--- src/assert_macros.svh ---
// Assertion helpers used by the RTL
`ifndef ASSERT_MACROS_SVH
`define ASSERT_MACROS_SVH
// Clocked assertion, disabled while reset is low
`define ASSERT_CLK(lbl, clk, rstn, prop) \
  lbl: assert property (@(posedge clk) disable iff (!rstn) (prop)) \
    else $error("%m: check failed");
// Clocked implication, disabled while reset is low
`define ASSERT_IMP(lbl, clk, rstn, ante, cons) \
  lbl: assert property (@(posedge clk) disable iff (!rstn) (ante) |=> (cons)) \
    else $error("%m: check failed");
`endif

--- src/lfu_pkg.sv ---
package lfu_pkg;

  localparam int unsigned MaxEntriesDef = 16;
  localparam int unsigned CountBitsDef  = 16;
  localparam int unsigned CapW          = 5;
  localparam logic [CapW-1:0] CapReset  = 5'd16;

  typedef enum logic [2:0] {
    StIdle,
    StScan,
    StScanEnd,
    StDecide,
    StPass,
    StPassEnd,
    StWrite,
    StFin
  } state_e;

endpackage

--- src/lfu_ram.sv ---
module lfu_ram #(
  parameter int unsigned WIDTH = 8,
  parameter int unsigned DEPTH = 16,
  parameter int unsigned AW    = (DEPTH > 1) ? $clog2(DEPTH) : 1
) (
  input  logic             clk_i,
  input  logic             we_i,
  input  logic [AW-1:0]    waddr_i,
  input  logic [WIDTH-1:0] wdata_i,
  input  logic [AW-1:0]    raddr_i,
  output logic [WIDTH-1:0] rdata_o
);

  logic [WIDTH-1:0] mem_q [DEPTH];

  // one write port, one registered read port
  always_ff @(posedge clk_i) begin
    if (we_i) begin
      mem_q[waddr_i] <= wdata_i;
    end
    rdata_o <= mem_q[raddr_i];
  end

endmodule

--- src/lfu_cache_with_lru_ties_top.sv ---
// Each accepted word runs a key/victim scan of the entry RAM; a hit or a set that evicts then
//   does a rank pass and a write; a get miss skips both, and a set into a free slot only writes.
// Throughput: one request at a time; set by the entry RAM sweeps (key/victim scan, rank pass).
// A new request is taken while the previous result still waits in the output register.
// Reset (async, active low) clears valid bits, occupancy and handshakes; capacity returns to 16.
`include "assert_macros.svh"

module lfu_cache_with_lru_ties_top #(
  parameter int unsigned MAX_ENTRIES = lfu_pkg::MaxEntriesDef,
  parameter int unsigned COUNT_BITS  = lfu_pkg::CountBitsDef
) (
  input  logic                      clk_i,
  input  logic                      rst_ni,
  input  logic                      cfg_we_i,
  input  logic [lfu_pkg::CapW-1:0]  cfg_wdata_i,
  input  logic                      in_valid_i,
  output logic                      in_ready_o,
  input  logic                      req_type_i,
  input  logic signed [31:0]        key_i,
  input  logic signed [31:0]        value_i,
  output logic                      out_valid_o,
  input  logic                      out_ready_i,
  output logic                      hit_o,
  output logic signed [31:0]        read_value_o
);
  import lfu_pkg::*;

  localparam int unsigned IW = (MAX_ENTRIES > 1) ? $clog2(MAX_ENTRIES) : 1;
  localparam int unsigned OW = $clog2(MAX_ENTRIES + 1);
  localparam int unsigned EW = 64 + COUNT_BITS + IW;
  localparam logic [IW-1:0] LastIdx = IW'(MAX_ENTRIES - 1);
  localparam logic [OW-1:0] MaxOcc  = OW'(MAX_ENTRIES);

  state_e state_q, state_d;

  logic [CapW-1:0]        cap_q;
  logic [MAX_ENTRIES-1:0] valid_q;
  logic [OW-1:0]          occ_q;
  logic [OW-1:0]          eff_cap;

  // request word
  logic        req_set_q;
  logic [31:0] req_key_q, req_val_q;

  // sweep control
  logic [IW-1:0] idx_q;
  logic          rd_vld_q;
  logic [IW-1:0] rd_idx_q;

  // scan results
  logic                  found_q, vic_q, free_q;
  logic [IW-1:0]         fidx_q, vidx_q, free_idx_q;
  logic [31:0]           fval_q;
  logic [COUNT_BITS-1:0] fcnt_q, vcnt_q;
  logic [IW-1:0]         frank_q, vrank_q;

  // action decided
  logic          evict_q;
  logic [IW-1:0] skip_q, drop_q, slot_q;
  logic          res_hit_q;
  logic [31:0]   res_val_q;

  logic          out_valid_q, out_hit_q;
  logic [31:0]   out_val_q;

  // RAM port
  logic          ram_we;
  logic [IW-1:0] ram_waddr, ram_raddr;
  logic [EW-1:0] ram_wdata, ram_rdata;

  logic [31:0]           rd_key;
  logic [COUNT_BITS-1:0] rd_cnt;
  logic [IW-1:0]         rd_rank;
  logic                  rd_live, scanning, passing, out_load, need_evict;

  assign rd_key  = ram_rdata[EW-1 -: 32];
  assign rd_cnt  = ram_rdata[IW +: COUNT_BITS];
  assign rd_rank = ram_rdata[IW-1:0];
  assign rd_live = rd_vld_q && valid_q[rd_idx_q];

  // effective capacity, clamped to 1..MAX_ENTRIES
  always_comb begin
    if (cap_q == '0) begin
      eff_cap = OW'(1);
    end else if (32'(cap_q) > MAX_ENTRIES) begin
      eff_cap = MaxOcc;
    end else begin
      eff_cap = OW'(cap_q);
    end
  end

  assign need_evict = (occ_q >= eff_cap);
  assign out_load   = (state_q == StFin) && (!out_valid_q || out_ready_i);

  lfu_ram #(
    .WIDTH (EW),
    .DEPTH (MAX_ENTRIES),
    .AW    (IW)
  ) u_ram (
    .clk_i   (clk_i),
    .we_i    (ram_we),
    .waddr_i (ram_waddr),
    .wdata_i (ram_wdata),
    .raddr_i (ram_raddr),
    .rdata_o (ram_rdata)
  );

  // next state
  always_comb begin
    state_d = state_q;
    unique case (state_q)
      StIdle:    if (in_valid_i) state_d = StScan;
      StScan:    if (idx_q == LastIdx) state_d = StScanEnd;
      StScanEnd: state_d = StDecide;
      StDecide: begin
        if (found_q) begin
          state_d = StPass;
        end else if (!req_set_q) begin
          state_d = StFin;
        end else if (need_evict) begin
          state_d = StPass;
        end else begin
          state_d = StWrite;
        end
      end
      StPass:    if (idx_q == LastIdx) state_d = StPassEnd;
      StPassEnd: state_d = StWrite;
      StWrite:   state_d = StFin;
      StFin:     if (out_load) state_d = StIdle;
      default:   state_d = StIdle;
    endcase
  end

  // outputs of the sequencer: handshake and RAM port
  always_comb begin
    in_ready_o = (state_q == StIdle);
    scanning   = (state_q == StScan) || (state_q == StScanEnd);
    passing    = (state_q == StPass) || (state_q == StPassEnd);
    ram_raddr  = idx_q;
    ram_we     = 1'b0;
    ram_waddr  = rd_idx_q;
    ram_wdata  = {ram_rdata[EW-1:IW], rd_rank - IW'(1)};
    if (passing && rd_live && (rd_idx_q != skip_q) && (rd_rank > drop_q)) begin
      ram_we = 1'b1;
    end
    if (state_q == StWrite) begin
      ram_we    = 1'b1;
      ram_waddr = slot_q;
      if (found_q) begin
        ram_wdata = {req_key_q, (req_set_q ? req_val_q : fval_q),
                     ((&fcnt_q) ? fcnt_q : fcnt_q + COUNT_BITS'(1)),
                     IW'(occ_q - OW'(1))};
      end else begin
        ram_wdata = {req_key_q, req_val_q, {COUNT_BITS{1'b0}},
                     IW'(evict_q ? occ_q - OW'(1) : occ_q)};
      end
    end
  end

  // control registers
  always_ff @(posedge clk_i or negedge rst_ni) begin
    if (!rst_ni) begin
      state_q     <= StIdle;
      cap_q       <= CapReset;
      valid_q     <= '0;
      occ_q       <= '0;
      idx_q       <= '0;
      rd_vld_q    <= 1'b0;
      out_valid_q <= 1'b0;
    end else begin
      state_q <= state_d;
      if (cfg_we_i) cap_q <= cfg_wdata_i;
      rd_vld_q <= (state_q == StScan) || (state_q == StPass);
      if ((state_q == StScan) || (state_q == StPass)) begin
        idx_q <= (idx_q == LastIdx) ? '0 : idx_q + IW'(1);
      end
      if ((state_q == StWrite) && !found_q) begin
        if (evict_q) begin
          valid_q <= (valid_q & ~(MAX_ENTRIES'(1) << vidx_q)) | (MAX_ENTRIES'(1) << slot_q);
        end else begin
          valid_q <= valid_q | (MAX_ENTRIES'(1) << slot_q);
          occ_q   <= occ_q + OW'(1);
        end
      end
      if (out_load) begin
        out_valid_q <= 1'b1;
      end else if (out_ready_i) begin
        out_valid_q <= 1'b0;
      end
    end
  end

  // datapath registers
  always_ff @(posedge clk_i) begin
    rd_idx_q <= idx_q;
    if (in_valid_i && in_ready_o) begin
      req_set_q <= req_type_i;
      req_key_q <= key_i;
      req_val_q <= value_i;
      found_q   <= 1'b0;
      vic_q     <= 1'b0;
      free_q    <= 1'b0;
    end
    // key match, victim and first free slot
    if (scanning && rd_vld_q) begin
      if (rd_live) begin
        if ((rd_key == req_key_q) && !found_q) begin
          found_q <= 1'b1;
          fidx_q  <= rd_idx_q;
          fval_q  <= ram_rdata[IW+COUNT_BITS +: 32];
          fcnt_q  <= rd_cnt;
          frank_q <= rd_rank;
        end
        if (!vic_q || (rd_cnt < vcnt_q) || ((rd_cnt == vcnt_q) && (rd_rank < vrank_q))) begin
          vic_q   <= 1'b1;
          vidx_q  <= rd_idx_q;
          vcnt_q  <= rd_cnt;
          vrank_q <= rd_rank;
        end
      end else if (!free_q) begin
        free_q     <= 1'b1;
        free_idx_q <= rd_idx_q;
      end
    end
    if (state_q == StDecide) begin
      res_hit_q <= found_q;
      res_val_q <= found_q ? (req_set_q ? 32'd0 : fval_q) : (req_set_q ? 32'd0 : 32'hFFFF_FFFF);
      evict_q   <= !found_q && need_evict;
      if (found_q) begin
        skip_q <= fidx_q;
        drop_q <= frank_q;
        slot_q <= fidx_q;
      end else begin
        skip_q <= vidx_q;
        drop_q <= vrank_q;
        if (need_evict) begin
          slot_q <= (free_q && (free_idx_q < vidx_q)) ? free_idx_q : vidx_q;
        end else begin
          slot_q <= free_idx_q;
        end
      end
    end
    if (out_load) begin
      out_hit_q <= res_hit_q;
      out_val_q <= res_val_q;
    end
  end

  assign out_valid_o  = out_valid_q;
  assign hit_o        = out_hit_q;
  assign read_value_o = out_val_q;

  `ASSERT_CLK(a_occ_matches_valid, clk_i, rst_ni, 32'(occ_q) == 32'($countones(valid_q)))
  `ASSERT_IMP(a_accept_starts_scan, clk_i, rst_ni, in_valid_i && in_ready_o, state_q == StScan)
  `ASSERT_IMP(a_fin_holds_on_stall, clk_i, rst_ni, (state_q == StFin) && out_valid_q && !out_ready_i, state_q == StFin)

endmodule
--- config.mk ---
export PLATFORM = sky130hd
export DESIGN_NAME = lfu_cache_with_lru_ties_top
export DESIGN_NICKNAME = d
export VERILOG_FILES = /design/src/lfu_pkg.sv /design/src/lfu_ram.sv /design/src/lfu_cache_with_lru_ties_top.sv
export VERILOG_INCLUDE_DIRS = /design/src /design/src/src
export SDC_FILE = /design/constraint.sdc
export NUM_CORES = 2
export LEC_CHECK = 0
export BUFFER_PORTS_ARGS = -buffer_cell sky130_fd_sc_hd__clkbuf_2
export CAP_MARGIN = 20
export CORE_MARGIN = 10
export CORE_UTILIZATION = 30
export CTS_CLUSTER_SIZE = 10
export DETAILED_ROUTE_END_ITERATION = 6
export GPL_TIMING_DRIVEN = 0
export HOLD_SLACK_MARGIN = 0.05
export PLACE_DENSITY = 0.55
export SKIP_LAST_GASP = 1
export SYNTH_ARGS = -nofsm -noshare
export SYNTH_HDL_FRONTEND = slang
export SYNTH_SLANG_ARGS = --single-unit
export TNS_END_PERCENT = 50
--- constraint.sdc ---
create_clock -name clk_i -period 10.8 [get_ports clk_i]
set_input_delay 0.54 -clock clk_i [delete_from_list [all_inputs] [get_ports clk_i]]
set_output_delay 0.54 -clock clk_i [all_outputs]
set_load 0.02 [all_outputs]
---- Word level (Yosys, flattened, before mapping) ----
Memory sizes are Yosys's and may differ from the RTL's. A register that Yosys moved wholly into a read port is not among the register bits.
Cells that the tools add are included.
word-level totals
  bits in writable memories ............... 1344
  bits in registers ....................... 270
  input port bits ......................... 75
  memories ................................ 1
memories
  name         words  width  rd ports  clocked after Yosys merged registers in  write ports  RTL line       RTL
  u_ram.mem_q  16     84     1         1                                        1            lfu_ram.sv:14  logic [WIDTH-1:0] mem_q [DEPTH];
operators by class
  magnitude comparators ................... 7
  eq/ne operators ......................... 15
  bitwise logic cells ..................... 7
  shifts and indexed selects .............. 2
  multiplexer cells ....................... 46
  $add $sub $neg .......................... 5
  reduce and logical (&&, ||, !) cells .... 30
operator list
  cell                     number
  $mux W32                 4
  $mux W84                 1
  $mux W52                 1
  $eq A32 B32 Y1           1
  $mux W16                 2
  $mux W4                  8
  $or A16 B16 Y16          2
  $shl A1 B4 Y16 const A   2
  $pmux W3 S8              1
  $mux W1                  19
  $add A16 B1 Y16 const B  1
  $and A16 B16 Y16         1
  $eq A16 B16 Y1           1
  $lt A16 B16 Y1           1
  $not A16 Y16             1
  $reduce_and A16 Y1       1
  $eq A3 B3 Y1 const B     4
  $logic_and A1 B1 Y1      12
  $mux W3                  4
  $mux W5                  2
  $reduce_and A3 Y1        3
  $lt A4 B4 Y1             2
  $ne A2 B2 Y1 const B     4
  $sub A4 B1 Y4 const B    2
  other kinds (20)         32

---- Depth between registers and ports, before layout ----
  depth after elaboration ................. 10
  depth in mapped cells ................... 10
  mapped depth without buffers ............ 10

---- Hierarchy ----
Synthesis repeated with hierarchy kept, for this count alone.
second synthesis, totals
  cells, all modules ...................... 3128
  area total of the unflattened synthesis .. 64161.5 um2
by module, submodules not included
  module                       cells an instance  instances  area each (um2)
  lfu_ram                      2154               1          52052.4
  lfu_cache_with_lru_ties_top  974                1          12109.1

---- Worst setup path after synthesis ----
OpenSTA, ideal clock, no wires.
  path kind ............................... reg2reg
  from .................................... register rd_idx_q[0]
  to ...................................... memory u_ram.mem_q[0][0] in the netlist's numbering (enable)
  arrival ................................. 4940 ps
  path slack .............................. 5332 ps
  cell stages (with the launch flop) ...... 8
  library setup time ...................... 527 ps
  cells stage by stage .................... dfxtp_1 -> buf_4 -> mux4_2 -> nand2_1 -> a21oi_1 -> o21a_2 -> a41oi_2 -> nor2_1
between the ends
  word-level cells in the longest chain between the ends .. 10
RTL lines
  element                            RTL line                            RTL
  start: declaration                 lfu_cache_with_lru_ties_top.sv:48   logic [IW-1:0] rd_idx_q;
  start signal: assignment           lfu_cache_with_lru_ties_top.sv:195  rd_idx_q <= idx_q;
  $bmux W1 S4                        lfu_cache_with_lru_ties_top.sv:79   assign rd_live = rd_vld_q && valid_q[rd_idx_q];
  $mux W1 (implied by the code)      lfu_cache_with_lru_ties_top.sv:79
  $logic_and A1 B1 Y1                lfu_cache_with_lru_ties_top.sv:79
  $logic_and A1 B1 Y1 (3 in series)  lfu_cache_with_lru_ties_top.sv:143  if (passing && rd_live && (rd_idx_q != skip_q) && (rd_rank > drop_q)) begin
  $mux W1                            lfu_cache_with_lru_ties_top.sv:143
  $mux W1                            lfu_cache_with_lru_ties_top.sv:146  if (state_q == StWrite) begin
  $mux W1                            lfu_ram.sv:18                       if (we_i) begin
  $mux W1 (implied by the code)      lfu_ram.sv:19                       mem_q[waddr_i] <= wdata_i;
  end: declaration                   lfu_ram.sv:14
Several ways; a longest one is shown, not always the timed one. The select of a mux whose other input is x is not followed.

---- Worst setup path after layout ----
  from .................................... register state_q[0]
  to ...................................... memory u_ram.mem_q[0][48] in the netlist's numbering (enable)
between the ends
  word-level cells in the longest chain between the ends .. 9
RTL lines
  element                            RTL line                            RTL
  start: declaration                 lfu_cache_with_lru_ties_top.sv:34   state_e state_q, state_d;
  start signal: assignment           lfu_cache_with_lru_ties_top.sv:163  state_q <= StIdle;
  start signal: assignment           lfu_cache_with_lru_ties_top.sv:171  state_q <= state_d;
  $eq A3 B3 Y1                       lfu_cache_with_lru_ties_top.sv:138  passing = (state_q == StPass) || (state_q == StPassEnd);
  $logic_or A1 B1 Y1                 lfu_cache_with_lru_ties_top.sv:138
  $logic_and A1 B1 Y1 (3 in series)  lfu_cache_with_lru_ties_top.sv:143
  $mux W1                            lfu_cache_with_lru_ties_top.sv:143
  $mux W1                            lfu_cache_with_lru_ties_top.sv:146
  $mux W1                            lfu_ram.sv:18
  $mux W1 (implied by the code)      lfu_ram.sv:19
Several ways; a longest one is shown, not always the timed one.

==> impl_metrics.tcl <==
set metrics [dict create \
    postSynthCellCount 2949 \
    routed_wl_um 170000 \
    synth_mux_area_frac 0.155 \
    powerDensity_nw_per_um2 279 \
    drv_cap 0 \
    clock-root-buffer "clkbuf_16" \
    endpoint_kind "flop" \
    grt_pass1_wl_um 243000 \
    final.min_clock_period_ps 4440 \
    p_leak_uw 0.0250 \
    clk_pin_slew_ps 60 \
    slew_headroom 0.235 \
    grt_pass1_vias 32700 \
    ys_ff_latch 1698 \
    syn-num-nets 3060 \
    die_h_um 483 \
    ys_warn_count 0 \
    drc 0 \
    grt_use_total 0.142 \
    synth_cell_types 53 \
    worstPathCellList "nand3b_1 > clkbuf_1 > clkbuf_1 > buf_16 > o21ai_0 > o21ai_1 > nor2_4 > buf_12 > buf_12 > buf_12" \
    cts_buffers 190 \
    first_pass_iters 5 \
    grt.overflow.total 0 \
    ir_worst_vdd_v 0.000180 \
    final_max_slew_viol_count 0 \
    synth_top_family_by_area "multiplexers" \
    dpl.cell_count 6013 \
    synthAdderAreaFrac 0.00700 \
    synthTopCellsByArea "edfxtp_1 73%, mux4_2 15%, dfxtp_1 2.8%" \
    max_stage_delay_ps 830 \
    synth_area_per_cell_um2 21.8 \
    synthXorXnorAreaFrac 0.00748 \
    grt_max_degree 40 \
    clock_sinks 1698 \
    clock_latency_ps 830 \
    worst_hold_slack_ps 88.4 \
    htree_levels 4 \
    tightest_slew_ps 1150 \
    fin_area_um2 77300 \
    synth_top_flop_cell "edfxtp_1" \
    fmax_mhz 225 \
    finalNonFillerCells 6435 \
    clockBufferDepth 3 \
    cp_max_fo 18 \
    port_buffers 109 \
    routedWlPerCell_um 26.4 \
    yosys.area_share.simple 0.0217 \
    ant_nets 0 \
    die-area_um2 233000 \
    start_kind "flop" \
    drtIter0Drc 3203 \
    crit_type "flop to flop" \
    status "finished clean" \
    syn2layout_area_growth_pct 20.1 \
    critPathMostFrequentCell "buf_12" \
    ys_seq_area_frac 0.775 \
    synth_edf_count 1572 \
    cts_tree "yes" \
    crit_required_ps 11290 \
    via_per_inst 4.96 \
    skew_ps 58.5 \
    fin_crit_sh 0.411 \
    rows 169 \
    cpMaxStageDelayCell "nor2_4" \
    gp_congestion 0.765 \
    placed_area_um2 70900 \
    async_reset_ff_frac 0.0206 \
    setup_slack_ps 6360 \
    hpwl_um 109000 \
    synth_compound_area_frac 0.0187 \
    grt_setup_unrepaired "false" \
    setup_violations 0 \
    hold_viol 0 \
    antenna_found_initial 7 \
    hold_path.class "input port to async pin" \
    synth_top_area_frac 0.733 \
    dp_slack_ps 6170 \
    pin_count 110 \
    worst_ep_arrival_time_ps 4930 \
    n_fill_cell 19500 \
    synth_area_um2 64400 \
    layout.nets 3584 \
    fin_tns_setup_ps 0 \
    num_vias 31900 \
    yosysTopAreaCell "edfxtp_1" \
    final_layout_size_suffix_gt1_frac 0.273 \
    initial_core_util 0.303 \
    die_x_um 483 \
    coreArea_um2 213000 \
]
routing by layer:
layer | vias up | routed length, um | global-route usage
met2 | 1179 | 79200 | 0.221
met5 | - | 8 | 0
met1 | 17200 | 75400 | 0.205
li1 | 13200 | - | -
met4 | 2 | 3320 | 0.0356
met3 | 215 | 12100 | 0.0250
cell families (layout without fill, tap and decap cells):
kind of cell	Yosys count	in the layout
buf+inv	176	836
xor+xnor	55	55
simple gates	321	321
compound gates	195	195
other cells	0	5
fa+ha+maj	36	36
mux	468	468
flops	1698	1698
through the flow:
step,utilization,power [uW]
floorplan,-,13300
global placement,0.322,15500
detailed placement,0.333,15800
CTS,0.363,21800
global route,0.363,22500
finish,0.363,21600
worst max-delay path, delay by kind of cell, from the launching register on:
| kind | cells | cell delay (ps) |
|---|---|---|
| AND/OR/NAND/NOR | 2 | 1530 |
| buffers and inverters | 6 | 1710 |
| AO/OA/AOI/OAI | 2 | 410 |
| flip-flops | 1 | 410 |
registers in the layout, summed over array words and instances, names as in the netlist, 3 cells and up:
register and cells:
cap_q 5, free_idx_q 4, state_q 3, rd_idx_q 4
valid_q 16, req_key_q 32, vcnt_q 16, fcnt_q 16
u_ram.rdata_o 84, req_val_q 32, res_val_q 32, fidx_q 4
occ_q 5, skip_q 4, vidx_q 4, u_ram.mem_q 1344
drop_q 4, read_value_o 32, idx_q 4, frank_q 4
fval_q 32, vrank_q 4, slot_q 4
power breakdown:
| part | total, uW | internal (uW) | switching [uW] |
|---|---|---|---|
| clock network | 5870 | 3320 | 2550 |
| logic | 6300 | 2510 | 3790 |
| registers | 9400 | 9100 | 302 |
path summary, 6_finish.rpt:
check | start | to | slack, ps | depth (start not counted)
max | state_q[0] | u_ram.mem_q[0][48] | 6360 | 10
min | rst_ni | out_valid_o | 90 | 2
max reg2reg | state_q[0] | u_ram.mem_q[0][48] | 6360 | 10
min reg2reg | idx_q[2] | rd_idx_q[2] | 370 | 0
max in group asynchronous | rst_ni | cap_q[4] | 10250 | 3
min in group clk_i | in_valid_i | free_q | 170 | 3
layout make-up:
type                    instances  area (um^2)  area share
clock buffers                 312         5280      0.0682
clock inverters                16          278     0.00359
repair buffers                332         3650      0.0472
diodes                          5         12.5    0.000162
inverters                      41          156     0.00202
plain buffers                 135          776      0.0100
well taps                    2821         3530      0.0457
multi-input cells            1075        13700       0.178
flip-flops and latches       1698        49900       0.646
cell usage in the layout (no fill, tap or decap), types with 6 or more instances in the layout:
cell type,netlist,layout
clkbuf_2,0,109
clkbuf_16,0,192
a21oi_1,19,19
nor3_1,8,8
mux2_2,8,8
nand3_1,19,19
buf_4,1,31
buf_1,14,14
mux2i_1,36,36
o21ai_1,6,13
dfxtp_1,91,91
dlygate4sd3_1,0,77
inv_1,39,38
nor2_1,53,35
nand2b_1,6,6
mux4_2,424,424
nand2_1,187,187
buf_6,33,36
buf_2,14,31
a31oi_1,11,10
nand4_1,14,14
ha_1,36,36
nor4_1,11,11
buf_8,0,10
a21o_1,6,6
nor2_4,0,18
xor2_1,41,41
edfxtp_1,1572,1572
dfrtp_1,34,34
buf_16,0,19
clkbuf_1,73,191
o21ai_0,90,83
xnor2_1,14,14
o21a_1,35,35
buf_12,0,65
cells in the mapped netlist (all sizes together), types with 34 or more instances:
master	instances
buf	62
clkbuf	73
dfrtp	34
dfxtp	91
edfxtp	1572
ha	36
inv	39
mux2i	36
mux4	424
nand2	187
nor2	53
o21a	36
o21ai	96
xor2	41
what timing repair did:
action,CTS,global route
hold buffers,77,0
resized for setup,0,0
endpoints found under the hold margin,104,0
buffers inserted,0,0
(Power assumes the default switching activity.)
